### src/hw/rtl/soalu_pkg.sv
// Package for the single-operand ALU: operation codes, flag bit positions
// and byte/word masks. No dependencies.
package soalu_pkg;

  typedef enum logic [3:0] {
    OP_CLR  = 4'd0,
    OP_COM  = 4'd1,
    OP_INC  = 4'd2,
    OP_DEC  = 4'd3,
    OP_NEG  = 4'd4,
    OP_ADC  = 4'd5,
    OP_SBC  = 4'd6,
    OP_TST  = 4'd7,
    OP_ROR  = 4'd8,
    OP_ROL  = 4'd9,
    OP_ASR  = 4'd10,
    OP_ASL  = 4'd11,
    OP_SWAB = 4'd12,
    OP_SXT  = 4'd13
  } op_e;

  localparam int unsigned FlagN = 3;
  localparam int unsigned FlagZ = 2;
  localparam int unsigned FlagV = 1;
  localparam int unsigned FlagC = 0;

  localparam logic [15:0] HiByteMask = 16'hFF00;
  localparam logic [15:0] LoByteMask = 16'h00FF;

endpackage

### src/hw/rtl/single_operand_alu_with_flags.sv
// Single-operand ALU with N/Z/V/C condition codes, word or byte form.
// Data path: input register, then result register; done_o is high in the same cycle
// that the result register shows the word, both loaded from the input register.
// Throughput: one word per cycle; busy_o stays low and the result strobe cannot be held off.
// Reset: rst_ni asynchronous, active low, clears both valid flags only.
// Depends on soalu_pkg.
module single_operand_alu_with_flags
  import soalu_pkg::*;
(
  input  logic        clk_i,
  input  logic        rst_ni,
  input  logic        start_i,
  output logic        busy_o,
  input  logic [3:0]  req_type_i,
  input  logic        byte_mode_i,
  input  logic [15:0] operand_i,
  input  logic [3:0]  flags_in_i,
  output logic        done_o,
  output logic [15:0] result_value_o,
  output logic        write_back_o,
  output logic [3:0]  flags_out_o
);

  logic        in_vld_q;
  op_e         op_q;
  logic        byte_q;
  logic [15:0] opnd_q;
  logic [3:0]  fin_q;

  logic        done_q;
  logic [15:0] result_q, result_d;
  logic        wb_q, wb_d;
  logic [3:0]  flags_q, flags_d;

  logic        byte_w;
  logic [15:0] mask, sign, maxpos, d, r;
  logic        cin, n, z, v, c;

  assign busy_o = 1'b0;

  always_ff @(posedge clk_i or negedge rst_ni) begin
    if (!rst_ni) begin
      in_vld_q <= 1'b0;
      done_q   <= 1'b0;
    end else begin
      in_vld_q <= start_i;
      done_q   <= in_vld_q;
    end
  end

  always_ff @(posedge clk_i) begin
    if (start_i) begin
      op_q   <= op_e'(req_type_i);
      byte_q <= byte_mode_i;
      opnd_q <= operand_i;
      fin_q  <= flags_in_i;
    end
    if (in_vld_q) begin
      result_q <= result_d;
      wb_q     <= wb_d;
      flags_q  <= flags_d;
    end
  end

  // swab and sxt always work on the full word
  assign byte_w = byte_q && (op_q != OP_SWAB) && (op_q != OP_SXT);
  assign mask   = byte_w ? LoByteMask : 16'hFFFF;
  assign sign   = byte_w ? 16'h0080 : 16'h8000;
  assign maxpos = sign - 16'd1;
  assign d      = opnd_q & mask;
  assign cin    = fin_q[FlagC];

  always_comb begin
    r        = d;
    n        = (r & sign) != 16'd0;
    z        = 1'b0;
    v        = 1'b0;
    c        = cin;
    wb_d     = 1'b1;
    result_d = 16'd0;
    flags_d  = 4'd0;
    unique case (op_q)
      OP_CLR: begin
        r = 16'd0;
        c = 1'b0;
      end
      OP_COM: begin
        r = ~d & mask;
        c = 1'b1;
      end
      OP_INC: begin
        v = (d == maxpos);
        r = (d + 16'd1) & mask;
      end
      OP_DEC: begin
        v = (d == sign);
        r = (d - 16'd1) & mask;
      end
      OP_NEG: begin
        r = (16'd0 - d) & mask;
        v = (r == sign);
        c = (r != 16'd0);
      end
      OP_ADC: begin
        if (cin) begin
          v = (d == maxpos);
          c = (d == mask);
          r = (d + 16'd1) & mask;
        end else begin
          c = 1'b0;
        end
      end
      OP_SBC: begin
        v = (d == sign);
        if (cin) begin
          c = (d == 16'd0);
          r = (d - 16'd1) & mask;
        end else begin
          c = 1'b0;
        end
      end
      OP_TST: begin
        c    = 1'b0;
        wb_d = 1'b0;
      end
      OP_ROR: begin
        r = (d >> 1) | (cin ? sign : 16'd0);
        c = d[0];
      end
      OP_ROL: begin
        r = ((d << 1) | {15'd0, cin}) & mask;
        c = (d & sign) != 16'd0;
      end
      OP_ASR: begin
        r = (d >> 1) | (d & sign);
        c = d[0];
      end
      OP_ASL: begin
        r = (d << 1) & mask;
        c = (d & sign) != 16'd0;
      end
      OP_SWAB: begin
        r = ((d << 8) & HiByteMask) | ((d >> 8) & LoByteMask);
        c = 1'b0;
      end
      OP_SXT: begin
        r = fin_q[FlagN] ? 16'hFFFF : 16'd0;
      end
      default: begin
        wb_d = 1'b0;
      end
    endcase

    // N and Z from the result, with the two word-only exceptions
    n = (r & sign) != 16'd0;
    z = (r == 16'd0);
    if (op_q == OP_SWAB) begin
      n = r[7];
      z = (r & LoByteMask) == 16'd0;
    end
    if (op_q == OP_SXT) begin
      n = fin_q[FlagN];
      z = !fin_q[FlagN];
    end
    if (op_q == OP_ROR || op_q == OP_ROL || op_q == OP_ASR || op_q == OP_ASL) begin
      v = n ^ c;
    end

    result_d            = r;
    flags_d[FlagN]      = n;
    flags_d[FlagZ]      = z;
    flags_d[FlagV]      = v;
    flags_d[FlagC]      = c;

    // unused codes pass the operand and flags through untouched, with no write-back
    if (op_q > OP_SXT) begin
      result_d = opnd_q;
      flags_d  = fin_q;
    end
  end

  assign done_o         = done_q;
  assign result_value_o = result_q;
  assign write_back_o   = wb_q;
  assign flags_out_o    = flags_q;

endmodule

### config.mk
export PLATFORM = sky130hd
export DESIGN_NAME = single_operand_alu_with_flags
export DESIGN_NICKNAME = d
export VERILOG_FILES = /design/src/hw/rtl/soalu_pkg.sv /design/src/hw/rtl/single_operand_alu_with_flags.sv
export SDC_FILE = /design/constraint.sdc
export NUM_CORES = 1
export LEC_CHECK = 0
export ABC_AREA = 0
export BUFFER_PORTS_ARGS = -buffer_cell sky130_fd_sc_hd__buf_2
export CORE_ASPECT_RATIO = 1.2
export CORE_UTILIZATION = 45
export CTS_BUF_LIST = sky130_fd_sc_hd__clkbuf_16
export CTS_CLUSTER_SIZE = 16
export DETAILED_ROUTE_END_ITERATION = 6
export PLACE_DENSITY = 0.67
export SETUP_SLACK_MARGIN = 0.5
export SLEW_MARGIN = 25
export SYNTH_ARGS = -nofsm -noshare
export SYNTH_HDL_FRONTEND = slang
export SYNTH_SLANG_ARGS = --single-unit
### constraint.sdc
create_clock -name clk_i -period 3 [get_ports clk_i]
set_input_delay 0.6 -clock clk_i [delete_from_list [all_inputs] [get_ports clk_i]]
set_output_delay 0.6 -clock clk_i [all_outputs]
set_load 0.05 [all_outputs]
Yosys cells after proc, flatten, opt, wreduce, memory -nomap -nowiden
Index checks and enable logic that the tools add are counted.
{"block": "totals", "word_cells": 86, "regBits": 48, "inputBits": 28, "memories": 0, "latch_bits": 0, "mem_bits_ro": 0, "ramBits": 0, "out_inout_bits": 23}
{"block": "classes", "multipliers": 0, "order_cmp": 1, "n_eq_ne": 19, "addsub": 4, "n_mux": 20, "reduce_logical": 18, "div": 0, "shift": 0, "n_bitwise": 15}
{"op": "one-hot mux 16 bit (13 select lines)", "count": 1}
{"op": "AND 16 bit", "count": 9}
{"op": "two-way mux 16 bit", "count": 7}
{"op": "equality test 16 bit", "count": 4}
{"op": "zero test 16 bit", "count": 3}
{"op": "nonzero test 16 bit", "count": 3}
{"op": "bitwise OR 15 x 16 -> 16 bit", "count": 2}
{"op": "subtractor 16 x 1 -> 16 bit, second input constant", "count": 2}
{"op": "equality test 4 bit, second input constant", "count": 6}
{"op": "adder 16 x 1 -> 16 bit, second input constant", "count": 1}
{"op": "equality test 4 x 3 -> 1 bit, second input constant", "count": 4}
{"op": "inverter 16 bit", "count": 1}
{"op": "bitwise OR 16 x 1 -> 16 bit", "count": 1}
{"op": "bitwise OR 16 x 8 -> 16 bit", "count": 1}
{"op": "subtractor 1 x 16 -> 16 bit, first input constant", "count": 1}
{"op": "OR reduction 13 bit", "count": 1}
{"op": "two-way mux 1 bit", "count": 9}
{"op": "equality test 4 x 2 -> 1 bit, second input constant", "count": 2}
{"op": "inequality test 4 bit, second input constant", "count": 2}
{"op": "one-hot mux 1 bit (7 select lines)", "count": 1}
{"op": "OR reduction 2 bit", "count": 3}
{"op": "equality test 4 x 1 -> 1 bit, second input constant", "count": 1}
{"op": "greater-than comparator 4 bit, second input constant", "count": 1}
{"op": "zero test 4 bit", "count": 1}
{"op": "other kinds (7)", "count": 10}

Depth between registers and ports, before layout
Gate-level depths: netlist of the first run.
{"block": "depth", "word_depth": 16, "ltp_mapped": 13, "depth_no_buf": 11}

Worst setup path after synthesis of the first run
No wires, ideal clock.
{"block": "synth_path", "kind": "reg-to-reg", "start": "reg opnd_q[0]", "end": "reg flags_q[2] (netlist: flags_out_o[2]) (data pin)", "path_buffers": 2, "setup_ps": 140, "synth_period_minus_slack_ps": 3084, "required_time_ps": 2860, "setup_slack_ps": -84, "arrival_time_ps": 2943, "stages_incl_launch_ff": 13, "cell_sequence": "edfxtp_1 clkbuf_1 inv_1 ha_1 or3b_1 buf_2 xnor2_2 mux2i_1 a221oi_2 o2111ai_1 or4_1 o41a_1 a21oi_2"}
{"block": "synth_via", "elab_chain_len": 9, "word_cells_on_any_way": 23, "classes_between": "add/sub (3); mux (6); bitwise (12); reduce/logical (2)"}
{"item": "start: declaration", "line": "single_operand_alu_with_flags.sv:27", "source": "logic [15:0] opnd_q;"}
{"item": "start signal: assignment", "line": "single_operand_alu_with_flags.sv:55", "source": "opnd_q <= operand_i;"}
{"item": "AND 16 bit (*)", "line": "single_operand_alu_with_flags.sv:70", "source": "assign d = opnd_q & mask;"}
{"item": "subtractor 16 x 1 -> 16 bit / adder 16 x 1 -> 16 bit (equally long branches)"}
{"item": "AND 16 bit (on tied branches)"}
{"item": "two-way mux 16 bit (on tied branches)", "line": "single_operand_alu_with_flags.sv:115, single_operand_alu_with_flags.sv:105"}
{"item": "one-hot mux 16 bit (13 select lines) (*)", "line": "single_operand_alu_with_flags.sv:82", "source": "unique case (op_q)"}
{"item": "zero test 16 bit (on tied branches)", "line": "single_operand_alu_with_flags.sv:156, single_operand_alu_with_flags.sv:159"}
{"item": "two-way mux 1 bit (*)", "line": "single_operand_alu_with_flags.sv:157", "source": "if (op_q == OP_SWAB) begin"}
{"item": "two-way mux 1 bit (*)", "line": "single_operand_alu_with_flags.sv:161", "source": "if (op_q == OP_SXT) begin"}
{"item": "two-way mux 4 bit (*)", "line": "single_operand_alu_with_flags.sv:176", "source": "if (op_q > OP_SXT) begin"}
{"item": "named net flags_d[2]", "line": "single_operand_alu_with_flags.sv:33", "source": "logic [3:0] flags_q, flags_d;"}
{"item": "end signal: assignment", "line": "single_operand_alu_with_flags.sv:61", "source": "flags_q <= flags_d;"}
{"item": "end: declaration", "line": "single_operand_alu_with_flags.sv:33"}
Mark *: on every way through the listed nets, which the timed path passes. The rest lies on a longest branch.
A chain may end at the register's enable or synchronous reset.

Worst setup path after layout of the first run
{"block": "layout_path", "start": "reg opnd_q[2]", "end": "reg flags_q[2] (netlist: flags_out_o[2]) (data pin)"}
The elaborated chain is that of the path after synthesis.

==> flow_metrics.tcl, run 1 <==
set metrics [dict create \
    numPortBuffers 49 \
    fillers 786 \
    ys_warn_count 0 \
    dp_slack_ns 0.0486 \
    die_w_um 91.3 \
    swShare 0.373 \
    crit_type "flop to flop" \
    rows 38 \
    wl_met3_mm 1.68 \
    async_flop_share 0.0417 \
    post-route-util 0.623 \
    synth_edf_count 46 \
    wl_met1_mm 6.57 \
    synth_seq_cells 48 \
    area_growth_pct 32.8 \
    crit_required_ns 3.15 \
    clkSlewWorstSetupHoldPaths_ns 0.06 \
    p_seq_frac 0.348 \
    ant_nets 0 \
    holdBufCountCts 0 \
    die_h_um 109 \
    grt_max_degree 32 \
    whs_ns 0.0791 \
    synth_area_um2 4300 \
    nets 654 \
    synthCells 521 \
    totalWireLength_mm 16.6 \
    status "completed" \
    core_um2 9180 \
    synthesis.nets 552 \
    antenna_cells 0 \
    min_period_over_period 0.983 \
    overflow 0 \
    cp_max_fo 6 \
    num_vias 4950 \
    root_buffer "clkbuf_16" \
    cts_made_buffers 5 \
    setup_ws_ns 0.0507 \
    cp.arrival_ns 3.10 \
    slew_headroom 0.416 \
    cts_tree "yes" \
    finalWeightedCongestion 0.974 \
    crit_path_start "opnd_q[2]" \
    grt_pass1_vias 4731 \
    clock.fmax_ghz 0.339 \
    die-area_um2 9960 \
    crit_path_start_kind "flop" \
    end_kind "flop" \
    hold_viol 0 \
    worst_pin_slew_ns 0.875 \
    multiInputGateArea_um2 2840 \
    drc 0 \
    max-cap-violations 0 \
    power.density_nw_per_um2 446 \
    wl_per_cell_um 22.4 \
    final_area_um2 5720 \
    vias_per_cell 6.65 \
    final-seq-area_um2 1430 \
    placed_cell_area_um2 5240 \
    wl_met2_mm 7.43 \
    top_layer "met4" \
    cts_sinks 48 \
    globalRouteTotalUtil 0.348 \
    rsz0062_at_grt "yes" \
    power_frac_comb 0.400 \
    p_int_mw 1.60 \
    yosysSeqAreaShare 0.333 \
    fin_skew_ns 0.00906 \
    antenna_found_initial 0 \
    drtPass1Iterations 6 \
    finalSetupViolations 0 \
    hpwlAfterDp_mm 12.3 \
    drt_iter0_drc 654 \
    synth.distinct_cells 74 \
    grt_first_pass_wirelength_mm 26.2 \
    syn_avg_cell_area_um2 8.26 \
    slew_violations 0 \
    initial_core_util 0.469 \
    clkLatencyLatePin_ns 0.30 \
    clockBufferDepth 2 \
    switching_power_uw 951 \
    p_clk_frac 0.252 \
    timing.rr.start "opnd_q[2]" \
    hold_path_class "input port to asynchronous set/reset pin" \
    ys.flop_type "edfxtp_1" \
    ios 51 \
    fin_crit_ns 2.95 \
    drive_gt1_frac 0.346 \
    ir_drop_mv 0.286 \
    power.leakage_nw 2.19 \
    cts.htree.levels 2 \
]
## cell families after synthesis
| family | count (synthesis) | synth area share |
|---|---|---|
| other | 1 | 0.000871 |
| flip-flops | 48 | 0.333 |
| XOR/XNOR | 14 | 0.0302 |
| multiplexers | 18 | 0.0436 |
| buffers and inverters | 72 | 0.0689 |
| AO/OA/AOI/OAI | 175 | 0.285 |
| adder cells (fa/ha/maj) | 3 | 0.00872 |
| AND/OR/NAND/NOR | 190 | 0.231 |
## worst paths after layout
kind	depth (start not counted)	to	slack, ns
setup / recovery	8	flags_out_o[2]	0.05
hold / removal	1	done_o	0.08
setup reg to reg	8	flags_out_o[2]	0.05
hold reg to reg	2	flags_out_o[1]	0.63
max in group asynchronous	1	in_vld_q	2.83
min in group clk_i	1	byte_q	0.47
## per-stage QoR
| step | TNS, ns | power (mW) | instances |
|---|---|---|---|
| 3_5_place_dp | 0 | 1.83 | 725 |
| 2_1_floorplan | 0 | 1.49 | 521 |
| 3_3_place_gp | 0 | 1.83 | 725 |
| 5_1_grt | -0.0380 | 2.64 | 744 |
| 4_1_cts | 0 | 2.52 | 743 |
| 6_report | 0 | 2.55 | 744 |
## worst max-delay path, cell delays in order, from the launching register on
cell       delay [ns]
edfxtp_1         0.51
or4_1            0.59
nor2_1           0.14
xor2_1           0.18
mux2i_1          0.34
o2111ai_1        0.18
or2_2            0.32
o41a_1           0.43
a21oi_2          0.12
## state kept, by name, indices dropped and copies added (netlist names)
| name | cells |
|---|---|
| opnd_q | 16 |
| fin_q | 4 |
| in_vld_q | 1 |
| result_value_o | 16 |
| write_back_o | 1 |
| byte_q | 1 |
| flags_out_o | 4 |
| op_q | 4 |
| done_o | 1 |
## power groups by stage
stage	clock network (mW)	registers [mW]	logic, mW
floorplan	0	1.02	0.472
global placement	0	0.899	0.932
detailed placement	0	0.899	0.930
CTS	0.656	0.884	0.980
global route	0.670	0.897	1.07
finish	0.642	0.888	1.02
## layer usage
layer | up-vias | global-route usage
li1 | 2213 | -
met1 | 2317 | 0.447
met2 | 353 | 0.554
met3 | 67 | 0.0600
met4 | 0 | 0.203
met5 | - | 0
## cells in the mapped netlist, types with 11 or more instances
library cell,number,area [µm²]
nor2_1,39,146
clkbuf_1,38,143
nand4_1,13,81.3
nand2b_1,11,68.8
o21ai_0,32,160
nor3_1,19,95.1
edfxtp_1,46,1380
nand3_1,16,80.1
mux2i_1,12,120
nand2_1,40,150
a31oi_1,13,81.3
a211oi_1,12,90.1
a21oi_1,32,160
buf_2,12,60.1
inv_1,14,52.6
## cell usage in the layout (no fill, tap or decap), types with 5 or more instances in the layout
master / n
xor2_1: 7
nand2_1: 39
nand3_1: 15
buf_2: 49
mux2i_1: 12
a22oi_1: 6
o22ai_1: 5
nand4_1: 13
mux2_2: 5
edfxtp_1: 46
o21ai_1: 8
nor2_1: 35
buf_4: 97
nand2b_1: 11
nor3_1: 15
inv_1: 11
a31oi_1: 11
o21ai_0: 26
nor2b_1: 6
a21oi_2: 6
xnor2_1: 6
or3_1: 6
o211ai_1: 10
clkbuf_16: 5
a211oi_1: 10
a21oi_1: 27
nor4_1: 5
## what timing repair did
item	CTS	global route
gates resized for setup	36	14
cloned	0	0
pin swaps	16	10
setup endpoints to repair	12	13
buffers inserted	10	1
## layout make-up
class / instances / area share
clock buffers: 5 / 0.0219
repair buffers: 153 / 0.187
clock inverters: 3 / 0.00744
flip-flops and latches: 48 / 0.250
well taps: 120 / 0.0263
multi-input cells: 401 / 0.497
inverters: 14 / 0.0101
Note: power is estimated with default switching activity, not from simulation.
==> run 2: changes to the inputs <==
--- a/config.mk
+++ b/config.mk
@@ -7,14 +7,13 @@
 export LEC_CHECK = 0
 export ABC_AREA = 0
 export BUFFER_PORTS_ARGS = -buffer_cell sky130_fd_sc_hd__buf_2
-export CORE_ASPECT_RATIO = 1.2
 export CORE_UTILIZATION = 45
 export CTS_BUF_LIST = sky130_fd_sc_hd__clkbuf_16
 export CTS_CLUSTER_SIZE = 16
 export DETAILED_ROUTE_END_ITERATION = 6
 export PLACE_DENSITY = 0.67
 export SETUP_SLACK_MARGIN = 0.5
-export SLEW_MARGIN = 25
+export SLEW_MARGIN = 10
 export SYNTH_ARGS = -nofsm -noshare
 export SYNTH_HDL_FRONTEND = slang
 export SYNTH_SLANG_ARGS = --single-unit
==> flow_metrics.tcl, run 2 (synthesis gave the netlist of run 1 again) <==
set metrics [dict create \
    status "completed" \
    drc 0 \
    totalWireLength_mm 17.9 \
    slowest_delay_ns 0.48 \
    dp.cells 733 \
    switching_power_uw 963 \
    crit_path_start_kind "flop" \
    finalSetupViolations 0 \
    root_buffer "clkbuf_16" \
    holdBufCountCts 0 \
    end_kind "flop" \
    worst_pin_slew_ns 0.892 \
    power.density_nw_per_um2 414 \
    slew_violations 0 \
    wl_per_cell_um 23.1 \
    hpwlAfterDp_mm 12.5 \
    fin_crit_ns 2.89 \
    die_h_um 99.8 \
    ant_nets 0 \
    cts_tree "yes" \
    hold_path_class "input port to asynchronous set/reset pin" \
    cp.arrival_ns 3.03 \
    whs_ns 0.0883 \
    placed_cell_area_um2 5260 \
    p_seq_frac 0.347 \
    ir_drop_mv 0.293 \
    clock.fmax_ghz 0.346 \
    clkSlewWorstSetupHoldPaths_ns 0.06 \
    die-area_um2 9960 \
    path_delay_family "compound AO/OA/AOI/OAI gates" \
    grt_first_pass_wirelength_mm 27.2 \
    antenna_found_initial 0 \
    initial_core_util 0.466 \
    drt_iter0_drc 587 \
    hold_viol 0 \
    drtPass1Iterations 5 \
    r2r_slack_ns 0.11 \
    finalWeightedCongestion 1.03 \
    p_clk_frac 0.204 \
    path_cells "buf_6 > nor3_4 > xor2_1 > mux2i_1 > a2111o_1 > o21bai_1 > or4_1 > o41a_1 > a21oi_2" \
    timing.rr.start "opnd_q[1]" \
    total_power_mw 2.53 \
    power.leakage_nw 2.38 \
    fin_skew_ns 0.00883 \
    antenna_cells 0 \
    mostFrequentLayoutCells "buf_4 (108), buf_2 (49), edfxtp_1 (46), nand2_1 (38), nor2_1 (34)" \
    num_vias 5149 \
    layoutNonFillerInstCount 773 \
    cts_sinks 48 \
    overflow 0 \
    die_w_um 99.8 \
    final_area_um2 6110 \
    drive_gt1_frac 0.402 \
    crit_required_ns 3.14 \
    p_int_mw 1.56 \
    crit_buf_inv 1 \
    clockBufferDepth 2 \
    cts.htree.levels 2 \
    max-cap-violations 0 \
    post-route-util 0.661 \
    slew_headroom 0.405 \
    nets 675 \
    min_period_over_period 0.964 \
    core_um2 9240 \
    rsz0062_at_grt "yes" \
    final_common_cell "buf_4" \
    crit_path_start "opnd_q[1]" \
    grt_max_degree 27 \
    ios 51 \
    crit_type "flop to flop" \
    slowest_stage "or4_1" \
    grt_pass1_vias 4902 \
    globalRouteTotalUtil 0.362 \
    power_frac_comb 0.449 \
    swShare 0.381 \
    area_growth_pct 41.9 \
    reg2regPathDepth 9 \
    vias_per_cell 6.66 \
    clkLatencyLatePin_ns 0.29 \
    r2r-end "flags_out_o[2]" \
    cts_made_buffers 5 \
    cp_max_fo 3 \
    rows 35 \
    numPortBuffers 49 \
]
## run 2: cell count changes in the layout (fill, tap and decap cells not counted), moves of 3 or more
cell and change:
buf_4 +11, buf_6 +8, o21ai_1 -5, o21ai_2 +4
nor4_1 -3
## run 2: cell type report
class	instances	area [µm²]
clock buffer	5	125
clock inverter	2	8.76
fill	782	3130
inverter	14	57.6
multi-input combinational	401	3000
sequential	48	1430
tap	129	161
timing repair buffer	174	1320
## run 2: stage by stage
step | setup TNS, ns | worst slack (ns)
final | 0 | 0.109
after global placement | -0.0899 | -0.0899
after global routing | 0 | 0.0296
after floorplan | 0 | 0.262
after detailed placement | -0.120 | -0.120
after CTS | 0 | 0.161
## run 2: worst max path at each step
stage                     depth (start not counted)  slack [ns]              to
after floorplan                                  12        0.26  flags_out_o[2]
after global routing                             10        0.03  flags_out_o[2]
after CTS                                        10        0.16  flags_out_o[2]
after global placement                           11       -0.09  flags_out_o[2]
after detailed placement                         11       -0.12  flags_out_o[2]
final                                             9        0.11  flags_out_o[2]
## run 2: worst register-to-register path: cells and delay by family, from the launching register on
kind	cells	cell delay, ns
mux	1	0.12
xor+xnor	1	0.21
compound gates	4	1.10
simple gates	2	0.68
buf+inv	1	0.17
flops	1	0.47
## run 2: repair_timing
item	in CTS	in global routing
gates resized for setup	48	42
pin swaps	28	15
setup endpoints to repair	12	13
buffers inserted	23	8
cloned	2	0
## run 2: power groups by stage
| stage | clock [mW] | combinational [mW] | sequential (mW) |
|---|---|---|---|
| final | 0.516 | 1.13 | 0.877 |
| after detailed placement | 0 | 0.933 | 0.892 |
| after global placement | 0 | 0.936 | 0.890 |
| after CTS | 0.530 | 1.04 | 0.877 |
| after global routing | 0.553 | 1.19 | 0.886 |
| after floorplan | 0 | 0.472 | 1.02 |
## run 2: routing by layer
metal,vias up,GRT usage,wire [µm]
met4,0,0.200,1030
li1,2259,-,-
met5,-,0,0
met3,94,0.0870,1910
met1,2395,0.475,7320
met2,401,0.550,7600
==> run 3: changes to the inputs <==
--- a/config.mk
+++ b/config.mk
@@ -7,11 +7,10 @@
 export LEC_CHECK = 0
 export ABC_AREA = 0
 export BUFFER_PORTS_ARGS = -buffer_cell sky130_fd_sc_hd__buf_2
-export CORE_UTILIZATION = 45
-export CTS_BUF_LIST = sky130_fd_sc_hd__clkbuf_16
+export CORE_UTILIZATION = 40
 export CTS_CLUSTER_SIZE = 16
 export DETAILED_ROUTE_END_ITERATION = 6
-export PLACE_DENSITY = 0.67
+export MAX_ROUTING_LAYER = met4
 export SETUP_SLACK_MARGIN = 0.5
 export SLEW_MARGIN = 10
 export SYNTH_ARGS = -nofsm -noshare
==> flow_metrics.tcl, run 3 (synthesis gave the netlist of run 1 again) <==
set metrics [dict create \
    drive_gt1_frac 0.400 \
    root_buffer "clkbuf_8" \
    cp.arrival_ns 3.07 \
    power.leakage_nw 2.34 \
    r2r_slack_ns 0.11 \
    rsz0062_at_grt "yes" \
    initial_core_util 0.415 \
    worst_pin_slew_ns 0.894 \
    cts_tree "yes" \
    fin_skew_ns 0.0165 \
    fin_crit_ns 2.89 \
    drt_iter0_drc 638 \
    die-area_um2 11200 \
    max-cap-violations 0 \
    dp.cells 746 \
    die_h_um 106 \
    ant_nets 0 \
    min_period_over_period 0.965 \
    nets 673 \
    drtPass1Iterations 5 \
    crit_type "flop to flop" \
    fillers 929 \
    hold_viol 0 \
    grt_max_degree 29 \
    area_growth_pct 39.7 \
    grt_pass1_vias 4647 \
    wl_per_cell_um 22.9 \
    status "completed" \
    tns_ns 0 \
    die_w_um 106 \
    holdBufCountCts 0 \
    crit_path_start_kind "flop" \
    clkSlewWorstSetupHoldPaths_ns 0.09 \
    cts.htree.levels 2 \
    vias_per_cell 6.44 \
    totalWireLength_mm 17.9 \
    final_common_cell "buf_4" \
    core_um2 10400 \
    finalSetupViolations 0 \
    power.density_nw_per_um2 398 \
    crit_required_ns 3.18 \
    drc 0 \
    numPortBuffers 49 \
    clkLatencyLatePin_ns 0.32 \
    slew_headroom 0.404 \
    rows 37 \
    hold_path_class "input port to asynchronous set/reset pin" \
    overflow 0 \
    ios 51 \
    layoutNonFillerInstCount 779 \
    cts_made_buffers 5 \
    slew_violations 0 \
    hpwlAfterDp_mm 13.0 \
    num_vias 5013 \
    ir_drop_mv 0.210 \
    cts_sinks 48 \
    antenna_found_initial 0 \
    finalWeightedCongestion 1.01 \
    clockBufferDepth 2 \
    clock.fmax_ghz 0.346 \
    cp_max_fo 4 \
    end_kind "flop" \
    grt_first_pass_wirelength_mm 26.8 \
    mostFrequentLayoutCells "buf_4 (100), buf_2 (50), edfxtp_1 (46), nand2_1 (36), nor2_1 (35)" \
    antenna_cells 0 \
    globalRouteTotalUtil 0.329 \
]
run 3: cell count changes in the layout (fill, tap and decap cells not counted), moves of 3 or more:
cell and change:
buf_4 -8, buf_6 +7, clkbuf_16 -5, clkbuf_8 +5, nor3_1 +3, nor3_2 -3
nor4_1 +3, o21ai_1 +4
run 3: stage by stage:
step	instance area, µm²	power [mW]	hold WS (ns)	utilization	setup WS (ns)
after CTS	5770	2.33	0.0473	0.557	0.113
after floorplan	4380	1.49	0.304	-	0.262
after global routing	6010	2.48	0.0376	0.580	-0.0207
after global placement	5280	1.84	0.384	0.510	-0.158
final	6010	2.39	0.0520	0.580	0.106
after detailed placement	5280	1.84	0.386	0.510	-0.143
run 3: repair_timing:
action | in CTS | in global routing
buffers inserted | 19 | 4
endpoints found under the hold margin | 0 | 0
endpoints found under the setup margin | 13 | 13
pin swaps | 20 | 11
cloned | 2 | 0
gates resized for setup | 51 | 43
run 3: area by class of cell:
cell class / count / area [µm²] / share of cell area
flip-flops and latches: 48 / 1430 / 0.238
clock inverters: 3 / 18.8 / 0.00312
well taps: 136 / 170 / 0.0283
clock buffers: 5 / 68.8 / 0.0114
inverters: 14 / 57.6 / 0.00957
multi-input cells: 401 / 2970 / 0.495
repair buffers: 172 / 1290 / 0.215
run 3: critical path, stage by stage (launching register included):
cell,delay [ns]
edfxtp_1,0.44
buf_4,0.17
nor3_4,0.26
xor2_1,0.20
mux2i_1,0.12
a2111o_1,0.45
o21bai_1,0.17
or4_4,0.52
o41a_1,0.33
a21oi_2,0.10
run 3: path summary, 6_finish.rpt:
| path | from | end | depth (start not counted) |
|---|---|---|---|
| worst max-delay path | opnd_q[1] | flags_out_o[2] | 9 |
| worst min-delay path | rst_ni | in_vld_q | 1 |
| worst max register to register | opnd_q[1] | flags_out_o[2] | 9 |
| worst min register to register | fin_q[1] | flags_out_o[1] | 2 |
| max in group asynchronous | rst_ni | done_o | 1 |
| min in group clk_i | byte_mode_i | byte_q | 1 |
run 3: routing by layer:
layer  vias to the layer above  GRT usage  share of wire
met3                        48     0.0606          0.095
met4                         0      0.140          0.036
li1                       2251          -              -
met5                         -          -              0
met2                       319      0.495           0.45
met1                      2395      0.434           0.42
run 3: power by group:
part	internal (mW)	switching (mW)	leakage [nW]
clock network	0.162	0.243	0.0378
registers	0.824	0.0489	0.472
logic	0.431	0.681	1.83
total	1.42	0.974	2.34
